$ cat src/rtl/lpmd_pkg.sv
`timescale 1ns / 1ps
`default_nettype none

package lpmd_pkg;

  // Header length in bytes; the header bytes themselves are listed in header_char.
  localparam int unsigned HeaderLen = 15;
  localparam logic [7:0] CharColon = 8'h3A;
  localparam logic [7:0] CharZero = 8'h30;
  localparam logic [7:0] CharNine = 8'h39;

  // Deframer phase, one-hot.
  typedef enum logic [2:0] {
    PH_HUNT = 3'b001,
    PH_LEN  = 3'b010,
    PH_DATA = 3'b100
  } phase_t;

  // One result item as it leaves the block.
  typedef struct packed {
    logic [31:0] msg_length;
    logic        last_of_message;
    logic [7:0]  payload_byte;
  } result_t;

  // Header byte expected at a given match position.
  function automatic logic [7:0] header_char(input logic [3:0] pos);
    logic [7:0] c;
    case (pos)
      4'd0:    c = 8'h6D; // m
      4'd1:    c = 8'h65; // e
      4'd2:    c = 8'h73; // s
      4'd3:    c = 8'h73; // s
      4'd4:    c = 8'h61; // a
      4'd5:    c = 8'h67; // g
      4'd6:    c = 8'h65; // e
      4'd7:    c = 8'h5F; // _
      4'd8:    c = 8'h6C; // l
      4'd9:    c = 8'h65; // e
      4'd10:   c = 8'h6E; // n
      4'd11:   c = 8'h67; // g
      4'd12:   c = 8'h74; // t
      4'd13:   c = 8'h68; // h
      4'd14:   c = 8'h3A; // :
      default: c = 8'h6D;
    endcase
    return c;
  endfunction

endpackage

`default_nettype wire

$ cat src/rtl/length_prefixed_message_deframer_unit.sv
`timescale 1ns / 1ps
`default_nettype none

// Length-prefixed message deframer. Takes a byte stream, one item per byte,
// drops everything until the 15-byte header text (the word message, an
// underscore, the word length and a colon), then reads a decimal
// length up to a colon and passes that many following bytes out, with tlast
// on the final byte and the declared length (low 32 bits) beside each one.
// A zero or empty length yields no message; any other character among the
// digits drops back to hunting; a length that overflows LENGTH_BITS
// saturates at its maximum. Rate: one item per cycle while the master side
// keeps up; each accepted payload byte's result is registered. The whole
// parse step is a single registered update of the phase, match position,
// length and remaining-count registers; a two-entry output stage absorbs a
// one-item stall on the master side before s_tready drops.
module length_prefixed_message_deframer_unit #(
  parameter int unsigned LENGTH_BITS = 32
) (
  input  wire logic        clk,
  input  wire logic        rst,
  // Slave side. s_tdata: [7:0] in_byte
  input  wire logic        s_tvalid,
  output logic             s_tready,
  input  wire logic [7:0]  s_tdata,
  // Master side. m_tdata: [7:0] payload_byte, [39:8] msg_length.
  // m_tlast: last_of_message.
  output logic             m_tvalid,
  input  wire logic        m_tready,
  output logic [39:0]      m_tdata,
  output logic             m_tlast
);

  localparam logic [LENGTH_BITS-1:0] LengthMax = '1;

  lpmd_pkg::phase_t       phase, phase_next;
  logic [3:0]             match_position, match_position_next;
  logic [LENGTH_BITS-1:0] length_accumulator, length_accumulator_next;
  logic [LENGTH_BITS-1:0] bytes_remaining, bytes_remaining_next;

  logic                   s_accept;
  logic                   numeral_in;
  logic [3:0]             digit;
  logic [LENGTH_BITS+3:0] length_scaled;
  logic                   is_last;
  lpmd_pkg::result_t      result;
  lpmd_pkg::result_t      out_item;

  assign s_accept = s_tvalid && s_tready;

  // Decimal step: acc * 10 + d as shift-adds, saturating when it exceeds
  // the length range.
  assign numeral_in = (s_tdata >= lpmd_pkg::CharZero) && (s_tdata <= lpmd_pkg::CharNine);
  assign digit      = 4'(s_tdata - lpmd_pkg::CharZero);
  assign length_scaled = (LENGTH_BITS+4)'({length_accumulator, 3'b000})
                       + (LENGTH_BITS+4)'({length_accumulator, 1'b0})
                       + (LENGTH_BITS+4)'(digit);

  assign is_last = (bytes_remaining <= LENGTH_BITS'(1));

  always_comb begin
    phase_next              = phase;
    match_position_next     = match_position;
    length_accumulator_next = length_accumulator;
    bytes_remaining_next    = bytes_remaining;
    case (phase)
      lpmd_pkg::PH_LEN: begin
        if (numeral_in) begin
          if (length_scaled > (LENGTH_BITS+4)'(LengthMax)) begin
            length_accumulator_next = LengthMax;
          end else begin
            length_accumulator_next = length_scaled[LENGTH_BITS-1:0];
          end
        end else if (s_tdata == lpmd_pkg::CharColon) begin
          // Nonzero length opens the payload; an empty or zero one is skipped.
          if (length_accumulator != '0) begin
            bytes_remaining_next = length_accumulator;
            phase_next           = lpmd_pkg::PH_DATA;
          end else begin
            phase_next = lpmd_pkg::PH_HUNT;
          end
          match_position_next = 4'd0;
        end else begin
          // Protocol error: drop the byte and go back to hunting.
          phase_next              = lpmd_pkg::PH_HUNT;
          match_position_next     = 4'd0;
          length_accumulator_next = '0;
        end
      end
      lpmd_pkg::PH_DATA: begin
        if (is_last) begin
          bytes_remaining_next = '0;
          phase_next           = lpmd_pkg::PH_HUNT;
          match_position_next  = 4'd0;
        end else begin
          bytes_remaining_next = bytes_remaining - LENGTH_BITS'(1);
        end
      end
      default: begin
        // Hunt for the header; a mismatching 'm' restarts at position one.
        phase_next = lpmd_pkg::PH_HUNT;
        if (s_tdata == lpmd_pkg::header_char(match_position)) begin
          if (match_position == 4'(lpmd_pkg::HeaderLen - 1)) begin
            phase_next              = lpmd_pkg::PH_LEN;
            match_position_next     = 4'd0;
            length_accumulator_next = '0;
          end else begin
            match_position_next = match_position + 4'd1;
          end
        end else begin
          match_position_next = (s_tdata == lpmd_pkg::header_char(4'd0)) ? 4'd1 : 4'd0;
        end
      end
    endcase
  end

  always_ff @(posedge clk) begin
    if (rst) begin
      phase              <= lpmd_pkg::PH_HUNT;
      match_position     <= 4'd0;
      length_accumulator <= '0;
      bytes_remaining    <= '0;
    end else if (s_accept) begin
      phase              <= phase_next;
      match_position     <= match_position_next;
      length_accumulator <= length_accumulator_next;
      bytes_remaining    <= bytes_remaining_next;
    end
  end

  // Result item for a payload byte; the length keeps its low 32 bits.
  always_comb begin
    result.payload_byte    = s_tdata;
    result.last_of_message = is_last;
    result.msg_length      = 32'(length_accumulator);
  end

  lpmd_skid u_skid (
    .clk       (clk),
    .rst       (rst),
    .in_valid  (s_tvalid && (phase == lpmd_pkg::PH_DATA)),
    .in_ready  (s_tready),
    .in_data   (result),
    .out_valid (m_tvalid),
    .out_ready (m_tready),
    .out_data  (out_item)
  );

  assign m_tdata = {out_item.msg_length, out_item.payload_byte};
  assign m_tlast = out_item.last_of_message;

`ifndef NO_ASSERTIONS
  // Payload phase always has at least one byte due.
  assert property (@(posedge clk) disable iff (rst)
    (phase == lpmd_pkg::PH_DATA) |-> (bytes_remaining != '0))
    else $error("payload phase with no bytes remaining");

  // Match position never reaches the full header length.
  assert property (@(posedge clk) disable iff (rst)
    match_position < 4'(lpmd_pkg::HeaderLen))
    else $error("match position out of range");

  // Final payload byte returns the block to hunting.
  assert property (@(posedge clk) disable iff (rst)
    (s_accept && (phase == lpmd_pkg::PH_DATA) && is_last) |=> (phase == lpmd_pkg::PH_HUNT))
    else $error("no return to hunting after last payload byte");
`endif

endmodule

`default_nettype wire

$ cat src/rtl/lpmd_skid.sv
`timescale 1ns / 1ps
`default_nettype none

// Two-entry output stage: an output register plus a skid register, so the
// upstream side keeps moving for one item while the downstream side stalls.
module lpmd_skid (
  input  wire logic             clk,
  input  wire logic             rst,
  input  wire logic             in_valid,
  output logic                  in_ready,
  input  wire lpmd_pkg::result_t in_data,
  output logic                  out_valid,
  input  wire logic             out_ready,
  output lpmd_pkg::result_t     out_data
);

  logic              skid_valid;
  lpmd_pkg::result_t skid_data;

  assign in_ready = !skid_valid;

  always_ff @(posedge clk) begin
    if (rst) begin
      out_valid  <= 1'b0;
      skid_valid <= 1'b0;
    end else if (out_ready || !out_valid) begin
      // Output slot frees up: refill from skid first, else from input.
      if (skid_valid) begin
        out_valid  <= 1'b1;
        skid_valid <= 1'b0;
      end else begin
        out_valid <= in_valid;
      end
    end else if (in_valid && !skid_valid) begin
      skid_valid <= 1'b1;
    end
  end

  always_ff @(posedge clk) begin
    if (out_ready || !out_valid) begin
      out_data <= skid_valid ? skid_data : in_data;
    end
    if (!(out_ready || !out_valid) && in_valid && !skid_valid) begin
      skid_data <= in_data;
    end
  end

endmodule

`default_nettype wire

$ cat config.mk
export PLATFORM = sky130hd
export DESIGN_NAME = length_prefixed_message_deframer_unit
export DESIGN_NICKNAME = d
export VERILOG_FILES = /design/src/rtl/lpmd_pkg.sv /design/src/rtl/length_prefixed_message_deframer_unit.sv /design/src/rtl/lpmd_skid.sv
export SDC_FILE = /design/constraint.sdc
export NUM_CORES = 1
export LEC_CHECK = 0
export ABC_AREA = 1
export ABC_CLOCK_PERIOD_IN_PS = 12200
export BUFFER_PORTS_ARGS = -buffer_cell sky130_fd_sc_hd__buf_2
export CORE_MARGIN = 2
export CORE_UTILIZATION = 67
export DETAILED_ROUTE_END_ITERATION = 8
export PLACE_DENSITY = 0.86
export SYNTH_ARGS = -nofsm -noshare
export SYNTH_HDL_FRONTEND = slang
export SYNTH_HIERARCHICAL = 1
export SYNTH_SLANG_ARGS = --single-unit
$ cat constraint.sdc
create_clock -name clk -period 12.2 [get_ports clk]
set_clock_uncertainty 0.2 [all_clocks]
set_input_delay 2.44 -clock clk [delete_from_list [all_inputs] [get_ports clk]]
set_output_delay 2.44 -clock clk [all_outputs]
set_load 0.005 [all_outputs]
* Word level (Yosys, flattened, before mapping)
Memory sizes are Yosys's and may differ from the RTL's. A register that Yosys moved wholly into a read port is not among the register bits.
Index checks and enable logic that the tools add are counted.
** Storage, ports and cells
- Memories :: 1
- ROM bits :: 112
- Bits of input ports :: 12
- Word-level logic and storage cells :: 82
- Flip-flop bits (word level) :: 155
** Operators by class
- $lt $le $gt $ge :: 4
- Muxes and demuxes :: 29
- Equal/unequal tests :: 11
- Bitwise logic cells :: 1
- Reductions and logical operators :: 19
- Add/sub/neg operators :: 5
** Memory list
- (no name shown) :: words 16, width 7, read ports 1, clocked after memory_dff 1, write ports 0, RTL line lpmd_pkg.sv:29 : case (pos)
** Operators with widths (number)
- 2-to-1 mux 32 bit :: 9
- case mux 32 bit (2 select lines) :: 2
- 2-to-1 mux 41 bit :: 1
- adder 35 x 33 -> 36 bit :: 1
- adder 36 x 4 -> 36 bit :: 1
- greater-than comparator 36 x 32 -> 1 bit (second input constant) :: 1
- less-or-equal comparator 32 x 1 -> 1 bit (second input constant) :: 1
- nonzero test 32 bit :: 1
- subtractor 32 x 1 -> 32 bit (second input constant) :: 1
- 2-to-1 mux 4 bit :: 6
- 2-to-1 mux 3 bit :: 4
- AND reduction 5 bit :: 2
- == test 8 x 6 -> 1 bit (second input constant) :: 1
- == test 8 x 7 -> 1 bit (second input constant) :: 1
- == test 8 bit :: 1
- greater-or-equal comparator 8 x 6 -> 1 bit (second input constant) :: 1
- less-or-equal comparator 8 x 6 -> 1 bit (second input constant) :: 1
- 2-to-1 mux 8 bit :: 1
- inequality test 2 bit (second input constant) :: 4
- case mux 4 bit (2 select lines) :: 1
- logical AND 1 bit :: 6
- case mux 3 bit (2 select lines) :: 1
- nonzero test 2 bit :: 3
- adder 4 x 1 -> 4 bit (second input constant) :: 1
- other kinds (12) :: 17

* Logic depth before layout (Yosys ltp)
Gate-level depths: netlist of run 1.
- Word-level depth :: 8
- Gate-level depth with buffers :: 19
- Depth with buffers taken out :: 19

* Modules after synthesis
Netlist of run 1, hierarchy kept.
** By module, submodules not included
- length_prefixed_message_deframer_unit :: area each 7458.4 µm², sequential area each 1561.5 µm², cells an instance 1184, times used 1
- lpmd_skid :: area each 3170.5 µm², sequential area each 2502.4 µm², cells an instance 227, times used 1

* Least setup slack after synthesis of run 1
OpenSTA, ideal clock, no wires.
- Path kind :: input to register
- Start :: input m_tready
- End :: register u_skid/skid_data[0] in the netlist's numbering, enable pin
- Cell stages on the path :: 3
- Arrival time :: 5.268 ns
- Setup slack :: 6.292 ns
- Buffers on the path :: 0
- Library setup time :: 0.440 ns
- Cells stage by stage :: inv_1 -> nand2_1 -> nor2_1
** Between the ends
- Word-level cells in the longest chain between the ends :: 4
** Ends and longest elaborated chain
- from (decl) :: RTL line length_prefixed_message_deframer_unit.sv:28 : input wire logic m_tready,
- logical OR 1 bit :: RTL line lpmd_skid.sv:43 : if (!(out_ready || !out_valid) && in_valid && !skid_valid) begin
- logical NOT 1 bit :: RTL line lpmd_skid.sv:43
- logical AND 1 bit (2 in series) :: RTL line lpmd_skid.sv:43
- to (signal assigned) :: RTL line lpmd_skid.sv:44 : skid_data <= in_data;
- to (decl) :: RTL line lpmd_skid.sv:18 : lpmd_pkg::result_t skid_data;
No other way between the ends.
A chain may end at the register's enable or synchronous reset.

* Final worst setup path of run 1
- Start :: input s_tdata[3]
- End :: register length_accumulator[14]
** Between the ends
- Word-level cells in the longest chain between the ends :: 6
** Ends and longest elaborated chain
- from (decl) :: RTL line length_prefixed_message_deframer_unit.sv:24 : input wire logic [7:0] s_tdata,
- subtractor 4 x 1 -> 4 bit :: RTL line length_prefixed_message_deframer_unit.sv:53 : assign digit = 4'(s_tdata - lpmd_pkg::CharZero);
- adder 36 x 4 -> 36 bit :: RTL line length_prefixed_message_deframer_unit.sv:56 : + (LENGTH_BITS+4)'(digit);
- greater-than comparator 36 x 32 -> 1 bit :: RTL line length_prefixed_message_deframer_unit.sv:68 : if (length_scaled > (LENGTH_BITS+4)'(LengthMax)) begin
- 2-to-1 mux 32 bit :: RTL line length_prefixed_message_deframer_unit.sv:68
- 2-to-1 mux 32 bit :: RTL line length_prefixed_message_deframer_unit.sv:67 : if (numeral_in) begin
- case mux 32 bit (2 select lines) :: RTL line length_prefixed_message_deframer_unit.sv:65 : case (phase)
- to (signal assigned) :: RTL line length_prefixed_message_deframer_unit.sv:125 : length_accumulator <= length_accumulator_next;
- to (decl) :: RTL line length_prefixed_message_deframer_unit.sv:37 : logic [LENGTH_BITS-1:0] length_accumulator, length_accumulator_next;
Several ways; a longest one is shown, not always the timed one.

==> results of run 1 <==
## flip-flops by register name, indices dropped and copies added (netlist names), named ones only
name,flops
bytes_remaining,32
u_skid/out_data,41
u_skid/out_valid,1
u_skid/skid_data,41
length_accumulator,32
u_skid/skid_valid,1
phase,3
match_position,4
## cells by family after synthesis
kind of cell	share of synthesized area (%)
simple gates	31.8
compound gates	8.95
buf+inv	8.23
fa+ha+maj	8.73
xor+xnor	4.04
flops	38.2
## worst min-delay path, stage by stage, from the launching register on
cell and delay [ps]:
dfxtp_1 330, nand2_1 70, a21oi_1 60
## path summary, 6_finish.rpt
kind / startpoint / slack (ps) / to
setup / recovery: s_tdata[3] / 6860 / length_accumulator[14]
setup reg to reg: length_accumulator[2] / 8510 / length_accumulator[14]
hold / removal: phase[1] / 300 / phase[1]
hold reg to reg: phase[1] / 300 / phase[1]
## per-stage QoR
step	total power [uW]	hold WS [ps]	setup slack [ps]	instances
detailed placement	654	278	6480	1643
global placement	652	262	6610	1643
floorplan	636	254	6290	1411
global route	1220	335	6580	1675
CTS	1190	302	6890	1675
finish	1190	299	6860	1675
## routing by layer
layer	track usage, %	share of wire, %	vias up
met3	5.95	7.3	81
met5	0	0	-
met2	56.8	47	429
li1	-	-	4647
met4	16.1	3.6	0
met1	43.3	42	4317
## layout by cell type (no fill, tap or decap), types with 3 or more instances in the layout
cell and n:
buf_4 3, dfxtp_1 80, xor2_1 23, o22ai_1 3, a21oi_1 83, nand2_4 5, nor4_1 11, ha_1 71
nand4_1 15, nand3_1 72, a211oi_2 12, or2_0 3, nor3_1 10, o21ai_0 28, buf_2 54, inv_1 134
inv_2 17, nor2_4 9, edfxtp_1 82, clkbuf_16 19, nor2_1 136, nand3b_1 10, nand2_2 26, o21bai_1 10
nand2_1 458, nor2_2 4, nand3_2 4, o21ai_1 11, a211oi_1 6, inv_6 4, xnor2_1 26
## report_power, final
part	switching (uW)	internal, uW	leakage [uW]
sequential	3.78	573	0.00146
clock	235	315	0.000291
combinational	43.9	23.5	0.00410
total	282	912	0.00585
## layout make-up
class,instances,area [sq um]
Sequential cell,162,4060
Clock buffer,21,493
Fill cell,1202,4200
Clock inverter,11,110
Tap cell,216,270
Timing Repair Buffer,57,293
Inverter,153,583
Multi-Input combinational cell,1055,5700
==> results.toml, run 1 <==
[cells_and_area]
syn_to_final_growth_pct = 8.32
n_antenna_cell = 0
fin_util_pct = 73.3
final_area_sq_mm = 0.0115
drive_gt1_share_pct = 11.9
nNetsFinal = 1531

[critical_path]
cp_max_fo = 32
cpPeakStageDelay_ps = 570
required_ps = 12280
cp-start-kind = "primary input"
cp_common_cell = "nand2_1"
path_cells = "buf_2, fa_1, fa_1, nand2_1, nand2_1, nand3_1, nand2_1, nand2_1, nand2_1, nand2_1, nand2_1, nand2_1, nand2_1, nor2_4, nand3_1, nand2_1, a21oi_1"
path_delay_family = "simple AND/OR/NAND/NOR gates"
endpoint_kind = "flop"
critPathArrivalTime_ps = 5420
critPathBufInv = 1
worst-setup-path-type = "in -> reg"
timing.reg2reg.worst_path_depth = 16
cp.depth = 17
slowest_stage = "nor2_4"

[clock_network]
clk_latency_ps = 440
postCtsHoldBufs = 0
cts.htree.levels = 4
cts_root_buf = "clkbuf_16"
cts_tree = "done"
cts_resized = 0
cts.clk_slew.worst_paths_ps = 70
cts_max_path_buffers = 2
cts_sinks = 162
cts_inserted_buffers = 17
post-cts-setup-buffer-count = 0

[synthesis]
netlist_top_cells_count = "nand2_1 (459), nor2_1 (137), inv_1 (134)"
ys_ff_latch = 162
synth_area_leaders = "edfxtp_1 (23%), nand2_1 (16%), dfxtp_1 (15%)"
synthFlopType = "edfxtp_1"
async_flop_share_pct = 0
syn_nets = 1496
ys_seq_area_share_pct = 38.2
yosysWarnings = 6
syn_inst = 1411
ys_types = 50
synth.largest_area_cell = "edfxtp_1"
post-synth-top-count-cell = "nand2_1"
synth_edf_count = 82
syn_area_sq_mm = 0.0106
yosysTopAreaCellShare_pct = 23.2
avgSynthCellArea_sq_um = 7.53

[power]
ir_worst_vdd_mv = 0.100
cellPowerDensity_mw_per_mm2 = 104
leakagePower_uw = 0.00585

[sta]
report.final.setup_viol = 0
rsz0062_at_grt = "false"
final-hold-violation-count = 0
final_max_slew_viol_count = 0
slew_headroom_pct = 24.3
tightest_slew_ps = 1130
tns_ps = 0
post-route-min-period_ps = 5340
max_freq_mhz = 187
fin_crit_sh_pct = 43.8

[flow_run]
maxCapViolCount = 0

[placed_design]
hpwlAfterDp_microns = 19000
place_area_sq_mm = 0.0109
place_congestion = 0.978
numPortBuffers = 54

[global_routing]
grt_pass1_vias = 9011
grtUsageTotal_pct = 34.1
grt_overflow = 0
grt_pass1_wl_microns = 44600
antenna_found_initial = 0
grt_start_max_net_pins = 45

[hold_path]
min_path_cells = 2
hold_class = "reg -> reg"

[floorplan]
dieArea_sq_mm = 0.0169
pin_count = 55
core_area_sq_mm = 0.0157
rows = 46
die_x_microns = 130
initial_core_util_pct = 67.6
die_y_microns = 130

[drt]
drc = 0
routed_via_density = 5.66
drt_wl_total_microns = 27700
drt-pass1-iter-count = 6
drtIter0Drc = 838
vias = 9474
wl_per_cell_microns = 16.5
antenna_left = 0

[run_status]
status = "finished clean"
Note: power is estimated with default switching activity, not from simulation.
==> run 2: changes to the inputs <==
--- a/config.mk
+++ b/config.mk
@@ -5,13 +5,13 @@
 export SDC_FILE = /design/constraint.sdc
 export NUM_CORES = 1
 export LEC_CHECK = 0
-export ABC_AREA = 1
-export ABC_CLOCK_PERIOD_IN_PS = 12200
+export ABC_AREA = 0
+export ABC_CLOCK_PERIOD_IN_PS = 4290
 export BUFFER_PORTS_ARGS = -buffer_cell sky130_fd_sc_hd__buf_2
 export CORE_MARGIN = 2
-export CORE_UTILIZATION = 67
+export CORE_UTILIZATION = 56
 export DETAILED_ROUTE_END_ITERATION = 8
-export PLACE_DENSITY = 0.86
+export PLACE_DENSITY = 0.77
 export SYNTH_ARGS = -nofsm -noshare
 export SYNTH_HDL_FRONTEND = slang
 export SYNTH_HIERARCHICAL = 1
==> constraint.sdc (replaced) <==
create_clock -name clk -period 4.29 [get_ports clk]
set_clock_uncertainty 0.2 [all_clocks]
set_input_delay 0.858 -clock clk [delete_from_list [all_inputs] [get_ports clk]]
set_output_delay 0.858 -clock clk [all_outputs]
set_load 0.005 [all_outputs]
==> run 2 against run 1 <==
Effect of this change: synthesized cell count fell by 33%; critical path depth down 5; total power grew to 2.6 times the previous value; routed wire length decreased by 11%; global-route usage shrank 6.1 points; sequential power rose to 2.8 times the previous value; flip-flop and latch count did not move; design area shrank 6.1%; clock power rose to 2.6 times the previous value; non-clock buffer count grew 48; area after synthesis shrank 10%.
==> results.toml, run 2 <==
[critical_path]
cp_max_fo = 12
cp-start-kind = "primary input"
r2r_slack_ps = 210
slowest_stage = "fa_1"
timing.reg2reg.worst_path_depth = 11
r2r-start = "length_accumulator[2]"
required_ps = 4470
cpPeakStageDelay_ps = 540
endpoint_kind = "flop"
critPathArrivalTime_ps = 4280
worst-setup-path-type = "in -> reg"
path_cells = "buf_2, fa_1, ha_1, a211oi_1, o21ai_0, o21ai_0, a2111oi_0, nor2_1, o211ai_1, o21ba_2, a21oi_2, a221o_1"
worstReg2RegEnd = "length_accumulator[16]"
cp_common_cell = "o21ai_0"

[clock_network]
cts.clk_slew.worst_paths_ps = 70
cts_max_path_buffers = 2
cts_sinks = 162
cts_tree = "done"
cts_root_buf = "clkbuf_16"
post-cts-setup-buffer-count = 0
cts.htree.levels = 4
cts_inserted_buffers = 17
clk_latency_ps = 430
postCtsHoldBufs = 0

[run_status]
status = "finished clean"

[hold_path]
hold_class = "reg -> reg"
whs_endpoint = "bytes_remaining[12]"
min_from = "bytes_remaining[12]"
min_path_cells = 2

[synthesis]
ys_seq_area_share_pct = 42.6
async_flop_share_pct = 0
yosysWarnings = 6
synth.largest_area_cell = "edfxtp_1"
synth_edf_count = 82
avgSynthCellArea_sq_um = 10.1
ys_ff_latch = 162
yosysTopAreaCellShare_pct = 25.8
netlist_top_cells_count = "a21oi_1 (90), nand2_1 (90), edfxtp_1 (82)"
syn_nets = 1029
ys_types = 78
syn_area_sq_mm = 0.00954
synth_area_leaders = "edfxtp_1 (26%), dfxtp_1 (17%), ha_1 (9.3%)"
syn_inst = 944
synthFlopType = "edfxtp_1"

[cells_and_area]
drive_gt1_share_pct = 19.5
final_area_sq_mm = 0.0108
final_cell_mix = "nand2_1 (90), a21oi_1 (88), edfxtp_1 (82)"
n_antenna_cell = 0
fin_util_pct = 65.0
syn_to_final_growth_pct = 13.4
reg.largest.list = "u_skid/out_data (41), u_skid/skid_data (41)"
fillers = 1307
register_area_sq_mm = 0.00407
nNetsFinal = 1106
multi_input_area_sq_mm = 0.00517
layout_commonest_cell = "nand2_1"

[floorplan]
core_area_sq_mm = 0.0166
pin_count = 55
dieArea_sq_mm = 0.0181
die_y_microns = 135
initial_core_util_pct = 57.3
rows = 47
die_x_microns = 135

[placed_design]
place_congestion = 0.937
hpwlAfterDp_microns = 17200
place_area_sq_mm = 0.0103
numPortBuffers = 54

[sta]
final-hold-violation-count = 0
hold_slack_ps = 277
tightest_slew_ps = 1130
tns_ps = 0
final_max_slew_viol_count = 0
slew_headroom_pct = 24.8
rsz0062_at_grt = "false"
post-route-min-period_ps = 4100
fin_crit_sh_pct = 95.6
max_freq_mhz = 244
report.final.setup_viol = 0

[drt]
routed_via_density = 6.38
drc = 0
drt_wl_total_microns = 24700
wl_per_cell_microns = 19.7
vias = 7996
drt-pass1-iter-count = 6
antenna_left = 0
drtIter0Drc = 721

[power]
leakagePower_uw = 0.00472
cellPowerDensity_mw_per_mm2 = 285
ir_worst_vdd_mv = 0.246

[global_routing]
grt_pass1_wl_microns = 39800
grt_overflow = 0
grt_start_max_net_pins = 58
grtUsageTotal_pct = 28.0
antenna_found_initial = 0
grt_pass1_vias = 7580

[flow_run]
maxCapViolCount = 0
-- run 2: cell count changes after synthesis, moves of 17 or more --
cell      before  now
inv_1        134   20
clkbuf_1      12   39
nand2_1      459   90
nand2_2       25    0
nand3_1       72   15
mux2_4         0   37
nor2_1       137   67
inv_2         17    0
o21ai_0       28   60
o31ai_1        1   21
-- run 2: final cells by class --
| class | instances | area share [%] |
|---|---|---|
| clock buffer | 21 | 4.26 |
| sequential | 162 | 37.6 |
| multi-input combinational | 713 | 47.8 |
| tap | 220 | 2.55 |
| clock inverter | 11 | 0.729 |
| timing repair buffer | 105 | 6.27 |
| inverter | 22 | 0.799 |
-- run 2: cells by family after synthesis --
| logic type | synth area share [%] |
|---|---|
| muxes | 6.97 |
| buffers and inverters | 3.57 |
| xor gates and xnor gates | 3.76 |
| AOI/OAI and AO/OA | 19.2 |
| and+or+nand+nor | 14.2 |
| DFF | 42.6 |
| adders and majority gates | 9.73 |
-- run 2: through the flow --
stage | std cells | setup slack, ps | total power, uW
floorplan | 944 | 10.8 | 1680
global placement | 1222 | -329 | 1710
detailed placement | 1222 | -492 | 1710
CTS | 1254 | 161 | 3090
global route | 1254 | 15.0 | 3150
finish | 1254 | 190 | 3080
-- run 2: how the worst max path moves through the flow --
| stage | from | endpoint | slack [ps] | cells past startpoint |
|---|---|---|---|---|
| detailed placement | s_tdata[3] | length_accumulator[10] | -490 | 12 |
| global route | s_tdata[3] | length_accumulator[16] | 20 | 12 |
| floorplan | m_tready | u_skid/skid_data[0] | 10 | 2 |
| finish | s_tdata[3] | length_accumulator[16] | 190 | 12 |
| CTS | s_tdata[3] | length_accumulator[6] | 160 | 14 |
| global placement | s_tdata[3] | length_accumulator[13] | -330 | 13 |
-- run 2: critical path, delay by kind of cell --
family                   cells  cell delay (ps)
AO/OA/AOI/OAI                8             2320
adder cells (fa/ha/maj)      2              870
buffers and inverters        1              120
AND/OR/NAND/NOR              1              100
-- run 2: per-layer routing --
metal	GRT usage (%)	part of all wire, %	vias up
li1	-	-	3725
met4	11.5	3.0	0
met2	45.3	47	407
met1	37.8	42	3797
met3	4.17	7.6	67
met5	0	0	-
-- run 2: what timing repair did --
| action | CTS | global route |
|---|---|---|
| endpoints found under the hold margin | 0 | 0 |
| endpoints found under the setup margin | 12 | 29 |
| cloned | 0 | 0 |
| resized for setup | 1 | 2 |
-- run 2: power breakdown --
part | total [uW] | internal, uW | switching [uW]
clock | 1400 | 772 | 633
combinational | 57.7 | 22.4 | 35.3
sequential | 1620 | 1620 | 1.70
